$ cat src/hdl/phpa_pkg.sv
// ----------------------------------------------------------------------------
// phpa_pkg
// Widths, fixed-point constants and shared types of the pH sample averager.
// ----------------------------------------------------------------------------
package phpa_pkg;

	localparam int unsigned SENSOR_W   = 2;
	localparam int unsigned RAW_W      = 10;
	localparam int unsigned GAIN_W     = 16;
	localparam int unsigned PH_W       = 16;
	localparam int unsigned MINV_W     = 5;
	localparam int unsigned CFG_IDX_W  = 3;
	localparam int unsigned CFG_DATA_W = 16;

	localparam int unsigned DEF_SAMPLES = 16;
	localparam int unsigned DEF_SENSORS = 4;

	// register indexes; gains occupy 0 .. sensors-1
	localparam logic [CFG_IDX_W-1:0] REG_GAIN_0    = 3'd0;
	localparam logic [CFG_IDX_W-1:0] REG_MIN_VALID = 3'd4;

	localparam logic [GAIN_W-1:0] GAIN_RESET      = 16'd4096;
	localparam logic [MINV_W-1:0] MIN_VALID_RESET = 5'd3;

	// qualification window on the raw reading
	localparam logic [RAW_W-1:0] RAW_LOW  = 10'd103;
	localparam logic [RAW_W-1:0] RAW_HIGH = 10'd920;
	localparam logic [RAW_W:0]   RAW_MID2 = 11'd1023;

	// k = 5 / (1023 * 0.18) in Q0.16
	localparam int unsigned K_W   = 11;
	localparam logic [K_W-1:0] K_Q16 = 11'd1779;

	localparam int unsigned FRAC_SHIFT = 17;
	localparam logic [PH_W-1:0] PH_MAX_Q12 = 16'd57344;

	// |d| * k and the full |d| * k * gain product
	localparam int unsigned M_W = RAW_W + K_W;
	localparam int unsigned P_W = M_W + GAIN_W;

	// pH 7 in units of 2^-29 pH, and the same plus the rounding half
	localparam int unsigned X_W = 33;
	localparam logic [X_W-1:0] X_SEVEN  = 33'd3758096384;
	localparam logic [X_W-1:0] X_SEVENR = 33'd3758161920;

	typedef struct packed {
		logic              ok;
		logic [RAW_W-1:0]  raw;
		logic [GAIN_W-1:0] gain;
	} conv_req_t;

	typedef struct packed {
		logic            done;
		logic            keep;
		logic [PH_W-1:0] ph;
	} conv_res_t;

endpackage

$ cat src/hdl/phpa_convert.sv
// ----------------------------------------------------------------------------
// phpa_convert
// Qualifies one raw sample and converts it to Q4.12 pH with a bit-serial
// multiply over the gain, one gain bit per cycle.
// ----------------------------------------------------------------------------
module phpa_convert (
	input  logic                  clk,
	input  logic                  arst_n,
	input  logic                  start,
	input  phpa_pkg::conv_req_t   req,
	output phpa_pkg::conv_res_t   res
);
	import phpa_pkg::*;

	localparam int unsigned STEP_W = $clog2(GAIN_W);

	typedef enum logic [2:0] {
		CV_IDLE = 3'b001,
		CV_MUL  = 3'b010,
		CV_FIN  = 3'b100
	} cv_state_t;

	cv_state_t          state_q;
	logic [STEP_W-1:0]  step_q;
	logic               ok_q;
	logic               neg_q;
	logic [M_W-1:0]     m_q;
	logic [GAIN_W-1:0]  gain_q;
	logic [M_W-1:0]     hi_q;
	logic [GAIN_W-1:0]  lo_q;
	logic               done_q;
	logic               keep_q;
	logic [PH_W-1:0]    ph_q;

	logic               neg;
	logic [RAW_W:0]     two_raw;
	logic [RAW_W:0]     mag;
	logic [M_W-1:0]     m_full;
	logic               in_window;
	logic [M_W:0]       step_sum;
	logic [P_W-1:0]     prod;
	logic               keep_nx;
	logic [X_W-1:0]     x_rnd;

	always_comb begin
		neg       = req.raw[RAW_W-1];
		two_raw   = {req.raw, 1'b0};
		mag       = neg ? (two_raw - RAW_MID2) : (RAW_MID2 - two_raw);
		m_full    = M_W'(mag[RAW_W-1:0]) * M_W'(K_Q16);
		in_window = (req.raw >= RAW_LOW) && (req.raw <= RAW_HIGH);
		step_sum  = {1'b0, hi_q} + (gain_q[0] ? {1'b0, m_q} : '0);
		prod      = {hi_q, lo_q};
		keep_nx   = ok_q && (prod <= P_W'(X_SEVEN));
		x_rnd     = neg_q ? (X_SEVENR - {1'b0, prod[X_W-2:0]})
		                  : (X_SEVENR + {1'b0, prod[X_W-2:0]});
	end

	always_ff @(posedge clk or negedge arst_n) begin
		if (!arst_n) begin
			state_q <= CV_IDLE;
			step_q  <= '0;
			done_q  <= 1'b0;
		end else begin
			done_q <= 1'b0;
			unique case (state_q)
				CV_IDLE: begin
					if (start) begin
						step_q  <= '0;
						state_q <= CV_MUL;
					end
				end
				CV_MUL: begin
					step_q <= step_q + 1'b1;
					if (step_q == STEP_W'(GAIN_W - 1)) begin
						state_q <= CV_FIN;
					end
				end
				CV_FIN: begin
					done_q  <= 1'b1;
					state_q <= CV_IDLE;
				end
				default: state_q <= CV_IDLE;
			endcase
		end
	end

	always_ff @(posedge clk) begin
		if (state_q == CV_IDLE && start) begin
			ok_q   <= req.ok && in_window;
			neg_q  <= neg;
			m_q    <= m_full;
			gain_q <= req.gain;
			hi_q   <= '0;
			lo_q   <= '0;
		end else if (state_q == CV_MUL) begin
			// add the partial product, then shift one bit into the low word
			hi_q   <= step_sum[M_W:1];
			lo_q   <= {step_sum[0], lo_q[GAIN_W-1:1]};
			gain_q <= gain_q >> 1;
		end
		if (state_q == CV_FIN) begin
			keep_q <= keep_nx;
			ph_q   <= x_rnd[FRAC_SHIFT +: PH_W];
		end
	end

	assign res.done = done_q;
	assign res.keep = keep_q;
	assign res.ph   = ph_q;

endmodule

$ cat src/hdl/phpa_div.sv
// ----------------------------------------------------------------------------
// phpa_div
// Restoring divider, one quotient bit per cycle.
// ----------------------------------------------------------------------------
module phpa_div #(
	parameter int unsigned DW = 20,
	parameter int unsigned VW = 5
) (
	input  logic          clk,
	input  logic          arst_n,
	input  logic          start,
	input  logic [DW-1:0] dividend,
	input  logic [VW-1:0] divisor,
	output logic          done,
	output logic [DW-1:0] quotient
);
	import phpa_pkg::*;

	localparam int unsigned CNT_W = $clog2(DW);

	logic              busy_q;
	logic              done_q;
	logic [CNT_W-1:0]  cnt_q;
	logic [DW-1:0]     quo_q;
	logic [VW-1:0]     rem_q;
	logic [VW-1:0]     div_q;

	logic [VW:0]       shifted;
	logic [VW+1:0]     diff;
	logic              qbit;

	always_comb begin
		shifted = {rem_q, quo_q[DW-1]};
		diff    = {1'b0, shifted} - {2'b00, div_q};
		qbit    = !diff[VW+1];
	end

	always_ff @(posedge clk or negedge arst_n) begin
		if (!arst_n) begin
			busy_q <= 1'b0;
			done_q <= 1'b0;
			cnt_q  <= '0;
		end else begin
			done_q <= 1'b0;
			if (start) begin
				busy_q <= 1'b1;
				cnt_q  <= CNT_W'(DW - 1);
			end else if (busy_q) begin
				cnt_q <= cnt_q - 1'b1;
				if (cnt_q == '0) begin
					busy_q <= 1'b0;
					done_q <= 1'b1;
				end
			end
		end
	end

	always_ff @(posedge clk) begin
		if (start) begin
			quo_q <= dividend;
			rem_q <= '0;
			div_q <= divisor;
		end else if (busy_q) begin
			// keep the difference when it does not borrow
			rem_q <= qbit ? diff[VW-1:0] : shifted[VW-1:0];
			quo_q <= {quo_q[DW-2:0], qbit};
		end
	end

	assign done     = done_q;
	assign quotient = quo_q;

endmodule

$ cat src/hdl/ph_probe_sample_qualify_average.sv
// ----------------------------------------------------------------------------
// ph_probe_sample_qualify_average
// Qualifies pH-probe ADC samples, converts them to Q4.12 pH and averages
// the kept values over each reading.
// ----------------------------------------------------------------------------
// A sample is accepted, checked against the raw window 103..920, converted by
// a bit-serial multiply (one gain bit per step) and added to the running sum
// if its pH lies in 0..14. The input stays stalled until that sample is added,
// so no new sample is taken before the last is through. The last sample of a
// reading also runs the serial average divider, one quotient bit per cycle
// over the width of the sum (20 bits at 16 samples); the input stays stalled
// through the divide and while a previous result is still stalled in the output
// register. A result waiting on the output does not hold off new samples.
// ----------------------------------------------------------------------------
module ph_probe_sample_qualify_average #(
	parameter int unsigned SAMPLES_PER_READING = phpa_pkg::DEF_SAMPLES,
	parameter int unsigned NUM_SENSORS         = phpa_pkg::DEF_SENSORS
) (
	input  logic                              clk,
	input  logic                              arst_n,
	input  logic                              cfg_wr_en,
	input  logic [phpa_pkg::CFG_IDX_W-1:0]    cfg_index,
	input  logic [phpa_pkg::CFG_DATA_W-1:0]   cfg_data,
	input  logic                              in_valid,
	output logic                              in_stall,
	input  logic [phpa_pkg::SENSOR_W-1:0]     sensor,
	input  logic [phpa_pkg::RAW_W-1:0]        sample,
	output logic                              out_valid,
	input  logic                              out_stall,
	output logic [phpa_pkg::PH_W-1:0]         ph,
	output logic                              valid_res,
	output logic [phpa_pkg::SENSOR_W-1:0]     probe
);
	import phpa_pkg::*;

	localparam int unsigned CW  = (SAMPLES_PER_READING > 1) ? $clog2(SAMPLES_PER_READING) : 1;
	localparam int unsigned KW  = $clog2(SAMPLES_PER_READING + 1);
	localparam int unsigned SW  = PH_W + $clog2(SAMPLES_PER_READING);
	localparam int unsigned GIW = (NUM_SENSORS > 1) ? $clog2(NUM_SENSORS) : 1;

	typedef enum logic [4:0] {
		S_IDLE  = 5'b00001,
		S_CONV  = 5'b00010,
		S_DLOAD = 5'b00100,
		S_DIV   = 5'b01000,
		S_OUT   = 5'b10000
	} state_t;

	state_t               state_q;
	logic [GAIN_W-1:0]    gain_q [NUM_SENSORS];
	logic [MINV_W-1:0]    min_valid_q;
	logic [SW-1:0]        sum_q;
	logic [KW-1:0]        kept_q;
	logic [CW-1:0]        cnt_q;
	logic [SENSOR_W-1:0]  sensor_q;
	logic                 out_valid_q;
	logic [PH_W-1:0]      ph_q;
	logic                 valid_res_q;
	logic [SENSOR_W-1:0]  probe_q;

	logic                 accept;
	logic                 sensor_ok;
	conv_req_t            conv_req;
	conv_res_t            conv_res;
	logic                 div_start;
	logic                 div_done;
	logic [SW-1:0]        dividend;
	logic [SW-1:0]        quotient;
	logic                 avg_ok;
	logic                 out_load;
	logic                 last_sample;

	assign in_stall = (state_q != S_IDLE);
	assign accept   = in_valid && !in_stall;

	always_comb begin
		sensor_ok     = ({1'b0, sensor} < (SENSOR_W + 1)'(NUM_SENSORS));
		conv_req.ok   = sensor_ok;
		conv_req.raw  = sample;
		conv_req.gain = sensor_ok ? gain_q[sensor[GIW-1:0]] : '0;
		last_sample   = (cnt_q == CW'(SAMPLES_PER_READING - 1));
		div_start     = (state_q == S_DLOAD);
		dividend      = sum_q + SW'(kept_q >> 1);
		avg_ok        = (kept_q != '0) && (MINV_W'(kept_q) >= min_valid_q);
		out_load      = (state_q == S_OUT) && (!out_valid_q || !out_stall);
	end

	phpa_convert u_convert (
		.clk    (clk),
		.arst_n (arst_n),
		.start  (accept),
		.req    (conv_req),
		.res    (conv_res)
	);

	phpa_div #(
		.DW (SW),
		.VW (KW)
	) u_div (
		.clk      (clk),
		.arst_n   (arst_n),
		.start    (div_start),
		.dividend (dividend),
		.divisor  (kept_q),
		.done     (div_done),
		.quotient (quotient)
	);

	always_ff @(posedge clk or negedge arst_n) begin
		if (!arst_n) begin
			state_q     <= S_IDLE;
			min_valid_q <= MIN_VALID_RESET;
			sum_q       <= '0;
			kept_q      <= '0;
			cnt_q       <= '0;
			out_valid_q <= 1'b0;
			for (int i = 0; i < NUM_SENSORS; i++) begin
				gain_q[i] <= GAIN_RESET;
			end
		end else begin
			if (cfg_wr_en) begin
				if (cfg_index == REG_MIN_VALID) begin
					min_valid_q <= cfg_data[MINV_W-1:0];
				end else if (cfg_index - REG_GAIN_0 < CFG_IDX_W'(NUM_SENSORS)) begin
					gain_q[cfg_index[GIW-1:0]] <= cfg_data[GAIN_W-1:0];
				end
			end

			if (out_load) begin
				out_valid_q <= 1'b1;
			end else if (!out_stall) begin
				out_valid_q <= 1'b0;
			end

			unique case (state_q)
				S_IDLE: begin
					if (in_valid) begin
						state_q <= S_CONV;
					end
				end
				S_CONV: begin
					if (conv_res.done) begin
						if (conv_res.keep) begin
							sum_q  <= sum_q + SW'(conv_res.ph);
							kept_q <= kept_q + 1'b1;
						end
						if (last_sample) begin
							state_q <= S_DLOAD;
						end else begin
							cnt_q   <= cnt_q + 1'b1;
							state_q <= S_IDLE;
						end
					end
				end
				S_DLOAD: state_q <= S_DIV;
				S_DIV: begin
					if (div_done) begin
						state_q <= S_OUT;
					end
				end
				S_OUT: begin
					// clear the reading once the result has a place to go
					if (out_load) begin
						sum_q   <= '0;
						kept_q  <= '0;
						cnt_q   <= '0;
						state_q <= S_IDLE;
					end
				end
				default: state_q <= S_IDLE;
			endcase
		end
	end

	always_ff @(posedge clk) begin
		if (accept) begin
			sensor_q <= sensor;
		end
		if (out_load) begin
			ph_q        <= avg_ok ? quotient[PH_W-1:0] : '0;
			valid_res_q <= avg_ok;
			probe_q     <= sensor_q;
		end
	end

	assign out_valid = out_valid_q;
	assign ph        = ph_q;
	assign valid_res = valid_res_q;
	assign probe     = probe_q;

endmodule

$ cat config.mk
export PLATFORM = sky130hd
export DESIGN_NAME = ph_probe_sample_qualify_average
export DESIGN_NICKNAME = d
export VERILOG_FILES = /design/src/hdl/phpa_pkg.sv /design/src/hdl/phpa_convert.sv /design/src/hdl/phpa_div.sv /design/src/hdl/ph_probe_sample_qualify_average.sv
export SDC_FILE = /design/constraint.sdc
export NUM_CORES = 1
export LEC_CHECK = 0
export CORE_UTILIZATION = 50
export DETAILED_ROUTE_END_ITERATION = 16
export DONT_BUFFER_PORTS = 1
export PLACE_DENSITY = 0.66
export SLEW_MARGIN = 20
export SYNTH_ARGS = -nofsm -noshare
export SYNTH_HDL_FRONTEND = slang
export SYNTH_SLANG_ARGS = --single-unit
$ cat constraint.sdc
create_clock -name clk -period 5.25 [get_ports clk]
set_clock_uncertainty 0.15 [all_clocks]
set_input_delay 0.7875 -clock clk [delete_from_list [all_inputs] [get_ports clk]]
set_output_delay 0.7875 -clock clk [all_outputs]
set_load 0.1 [all_outputs]
After elaboration in Yosys (flattened, before gate mapping). Index checks and enable logic that the tools add are counted.

Logic and storage cells: 149. Flip-flop bits (word level): 263.

Eq/ne operators: 21. Reductions and logical operators: 25. Mux-type cells: 48. Bitwise logic cells: 3. Multipliers: 1. $add $sub $neg: 12. $lt $le $gt $ge: 8.

Operator list (number): $mux 20 (5); $mux 16 (5); $bwmux 64 (1); $mux 5 (10); $pmux 20 s2 (1); $le 37x32->1 const B (1); $add 32x32->33 const A (1); $mux 33 (1); $sub 32x32->33 const A (1); $bmux 16 s2 (1); $demux 16 s2 (1); $pmux 5 s5 (1); $add 21x22->22 (1); $mul 10x11->21 const B (1); $mux 21 (1); $add 20x16->20 (1); $add 20x4->20 (1); $mux 4 (4); $pmux 4 s2 (2); $ne 2x1->1 const B (6); $reduce_and 4->1 (3); $ge 10x7->1 const B (1); $le 10x10->1 const B (1); $mux 10 (1); 35 further kinds (66).

Longest topological paths before layout.
Word-level depth: 6. Gate-level depth with buffers: 21. Gate-level depth less buffers: 20.

By module. A second synthesis with hierarchy kept.

Cell total of the unflattened synthesis: 1533. Area, all modules: 16346.9 µm².

By module, submodules not included: phpa_convert (instances 1, cells each 879, sequential area each 2593.7 µm², area an instance 8023.9 µm²); ph_probe_sample_qualify_average (instances 1, cells each 527, sequential area each 3241.9 µm², area an instance 6600.1 µm²); phpa_div (instances 1, cells each 127, sequential area each 1026.0 µm², area an instance 1722.9 µm²).

Least setup slack after synthesis. No wires, ideal clock.

Path type: input to register. Start point: in sample[9] in the netlist's numbering. End point: reg u_convert.m_q[19] (data pin). Slack: -0.444 ns. Stages on the path: 17. Library setup time: 0.264 ns. Data arrival time: 5.281 ns. Buffers on the path: 2. Cell sequence: buf_4 buf_1 inv_1 nor2_1 a21oi_1 o21ai_0 fa_1 fa_1 fa_1 ha_1 ha_1 a21oi_1 nor2b_1 o311ai_1 o311ai_2 a221oi_1 xnor2_1.

Cells in the longest elaborated chain, start to end: 2.

RTL lines: from (decl) (RTL line ph_probe_sample_qualify_average.sv:27) `input logic [phpa_pkg::RAW_W-1:0] sample,`; $mux 10 (RTL line phpa_convert.sv:48) `mag = neg ? (two_raw - RAW_MID2) : (RAW_MID2 - two_raw);`; $mul 10x11->21 (RTL line phpa_convert.sv:49) `m_full = M_W'(mag[RAW_W-1:0]) * M_W'(K_Q16);`; via u_convert.m_full[19] (RTL line phpa_convert.sv:38) `logic [M_W-1:0] m_full;`; to (signal assigned) (RTL line phpa_convert.sv:91) `m_q <= m_full;`; to (decl) (RTL line phpa_convert.sv:27) `logic [M_W-1:0] m_q;`.

The timed path passes the listed nets, and every way through them passes these cells. A chain may end at the register's enable or synchronous reset.

Final worst setup path.
Start point: in sample[2] in the netlist's numbering. End point: reg u_convert.m_q[18] (data pin).

Cells in the longest elaborated chain, start to end: 3. Elaborated cells on any way between the ends: 4.

RTL lines (RTL line): $sub 10x10->10 (phpa_convert.sv:48); $mux 10 (*) (phpa_convert.sv:48); $mul 10x11->21 (*) (phpa_convert.sv:49); via u_convert.m_full[18] (phpa_convert.sv:38).

Mark *: on every way through the listed nets, which the timed path passes. The rest lies on a longest branch.

==> summary.txt <==
Synth
  – Async set or reset register ratio after synthesis: between 40% and 50%
  – Number of enable flip-flop cells after synthesis: just over 100
  – Flops & latches, synth: about 260
  – Most instantiated flip-flop cell in the synthesis netlist: dfrtp_1
  – Yosys synthesis warning count: 0
  – Number of distinct library cell variants in the gate-level netlist after synthesis: 85
  – Netlist area before placement: around 16000 um2
  – Share of the synthesized area in the top cell type: about a fifth
  – Post-synthesis area per instance: around 11 um2
  – Number of instances in the synthesized netlist: about 1500
  – Post-synthesis net count: about 1700
  – Cell types with the largest area share after synthesis: edfxtp_1, dfrtp_1, ha_1
  – Cell type contributing the most total cell area after synthesis: edfxtp_1
  – Sequential element share of the synthesized area: a little over two fifths

Critical path
  – Cell occurring most often along the worst timing path: inv_1
  – Buf+Inv Stages, Crit Path: 5
  – Biggest fanout along the worst timing path: 5
  – Crit path DAT: 4.75 ns
  – Setup Crit Path Kind: in2reg
  – Worst EP required: 5.37 ns
  – Family with the most delay on the worst path: adder cells
  – Worst Setup Start Kind: input port
  – CP peak stage delay: just over 0.4 ns
  – Crit-path cells: xor2_1 > ha_1 > inv_1 > fa_1 > inv_1 > ha_1 > inv_1 > fa_1 > ha_1 > inv_1 > ha_1 > inv_1 > o21a_1 > a311oi_2 > a21oi_1 > o21a_1 > o21ai_1 > xor2_1
  – Slowest stage cell, crit path: fa_1
  – CP Capture Type: flop

CTS
  – Clock latency of the later-clocked register in the worst-skew pair: approximately 0.54 ns
  – Total clock buffers created by CTS: 28
  – Clk pin slew, worst setup/hold paths: 0.06 ns
  – PostCTS Resize Cnt: 0
  – CTS Sinks: roughly 260
  – H-tree levels: 1
  – CTS tree: yes
  – Clock Root Buffer: clkbuf_16
  – Bufs on Longest Clock Path: 3

Route
  – Count of antenna-violating nets left after detailed routing: 0
  – Routed via count divided by cell count: about 5.6
  – Vias: approximately 11000
  – Pre-antenna DRT Iters: 5
  – Average detailed-routed wire length per instance: 16.02 um
  – Final routed wirelength across all metal layers: approximately 31 mm
  – Drt first-iter violations: 544
  – Post-route DRC: 0

STA
  – Final hold viol count: 0
  – Time the worst path needs with I/O delays and setup: about 4.6 ns
  – Max-slew violations: 0
  – Post-route worst hold slack: 0.06896 ns
  – Max-slew headroom: 35.60%
  – Final-report setup violation count: 0
  – Sum of negative setup slack: 0 ns
  – RSZ-0062 raised after global routing: no
  – Share of the clock period used by the worst path: between 80% and 90%
  – Highest clock frequency the design can meet: between 200 and 250 MHz
  – Transition at the pin with the smallest max-transition slack: between 0.9 and 1 ns

Power and ir drop
  – Leakage power: just over 0.007 uW
  – Final Power: about 9000 uW
  – Largest vdd supply drop: between 0.3 and 0.4 mV
  – Power per Cell Area: 530.2 nW/um2

Run
  – Number of max-capacitance violations reported: 0

Cells and area
  – Share of cells above drive strength 1: 13.26%
  – Final design area excluding fillers: 17390 um2
  – Layout fillers: 2692
  – Final net count: ~1700
  – Most frequent standard cell in the layout excluding fill and tap cells: nand2_1
  – Ant. Diodes: 0
  – Area growth, synth to finish: 8.686%
  – Final cell utilization of the core: ~55%
  – Area taken by flip-flops and latches: between 6000 and 7000 um2
  – Total area of multi-input combinational cells: 8563 um2
  – Most frequent cells in the layout: nand2_1, ha_1, dfrtp_1

Worst hold path
  – Worst hold path type: in2async

Outcome
  – Result of the run: finished, final reports clean

Placed design
  – Placement-stage cell area: between 15000 and 20000 um2
  – Routability-driven placement congestion ratio: 0.8609
  – Port buffer count: 0
  – Placed wire-length estimate: 22.20 mm

Floorplan
  – Core footprint: approximately 32000 um2
  – DIE AREA: ~33000 um2
  – Number of top-level pins: between 50 and 60
  – Die Width: between 150 and 200 um
  – Cell Rows: 65
  – Chip height: around 180 um
  – Starting density of the core: 50.72%

GRT
  – Number of global-route vias before repair: 10780
  – Maximum number of pins on one net before global-route repair: 120
  – First-pass GRT wire length: between 50 and 60 mm
  – Gr usage total: approximately 19%
  – Initial antenna violation count: 0
  – Gr ovfl total: 0
## metal layers
metal / GRT usage (%) / vias to the layer above / share of wire (%)
met5: 0 / - / 0
met4: 4.821 / 0 / 2.1
met3: 2.157 / 44 / 2.5
met2: 33.96 / 161 / 49
met1: 25.84 / 5272 / 47
li1: - / 5388 / -
## stage by stage
step / std cells / setup slack, ns
finish: 1933 / 0.6239
global route: 1933 / 0.3484
CTS: 1932 / 0.6508
detailed placement: 1879 / 0.08908
global placement: 1879 / 0.1808
floorplan: 1523 / 0.005689
## final timing paths
kind	from	endpoint	slack (ns)	cells after the start
max in group asynchronous	arst_n	sum_q[8]	4.43	1
worst min-delay path	arst_n	gain_q[34]	0.07	1
worst max register to register	u_convert.gain_q[0]	u_convert.hi_q[20]	1.99	9
worst min register to register	u_convert.lo_q[7]	u_convert.lo_q[6]	0.31	2
worst max-delay path	sample[2]	u_convert.m_q[18]	0.62	18
min in group clk	in_valid	state_q[0]	0.17	1
## worst reg2reg max path: stages, from the launching register on
cell      delay (ns)
edfxtp_1        0.63
and2_1          0.29
ha_1            0.35
a21oi_1         0.29
nand2_1         0.08
a31oi_1         0.41
o31ai_2         0.20
a41oi_2         0.33
o21ai_1         0.10
o41a_1          0.32
## repair_timing
action / in CTS / in global routing
hold endpoints to repair: 119 / 0
hold buffers: 1 / 0
buffers inserted: 0 / 0
endpoints found under the setup margin: 0 / 0
## state kept, by name, indices dropped and copies added, names as in the netlist, 2 cells and up
name	cells
gain_q	64
u_convert.hi_q	21
sum_q	20
u_convert.m_q	20
u_div.quotient	20
ph	16
u_convert.gain_q	16
u_convert.lo_q	16
u_convert.ph_q	16
kept_q	5
min_valid_q	5
state_q	5
u_div.cnt_q	5
u_div.div_q	5
u_div.rem_q	5
cnt_q	4
u_convert.step_q	4
u_convert.state_q	3
probe	2
sensor_q	2
## layout make-up
type | instances | share of cell area (%)
repair buffers | 16 | 0.8488
clock buffers | 39 | 4.503
well taps | 402 | 2.892
flip-flops and latches | 262 | 39.45
multi-input cells | 1092 | 49.23
inverters | 109 | 2.352
clock inverters | 13 | 0.7265
## synthesized netlist by cell type, types with 22 or more instances
cell      number
xnor2_1       62
xor2_1        40
nand3_1       22
nor3_1        24
and2_1        40
dfrtp_1      111
clkbuf_1      45
mux2_2        81
a21oi_1      109
nand2_1      138
nor2_1        76
o21ai_0       93
inv_1        107
fa_1          29
edfxtp_1     101
dfxtp_1       42
ha_1         130
## where the power goes
part | switching [uW] | internal, uW
sequential | 341 | 2770
clock | 811 | 1140
combinational | 2290 | 1870
## logic make-up (layout without fill, tap and decap cells)
family / after synthesis / count (layout) / share of synthesized area (%)
XOR/XNOR: 104 / 104 / 5.856
AO/OA/AOI/OAI: 324 / 324 / 12.48
buffers and inverters: 169 / 177 / 4.112
AND/OR/NAND/NOR: 404 / 404 / 12.69
multiplexers: 101 / 101 / 8.201
flip-flops: 262 / 262 / 42.87
adder cells (fa/ha/maj): 159 / 159 / 13.79
Note: power is estimated with default switching activity, not from simulation.
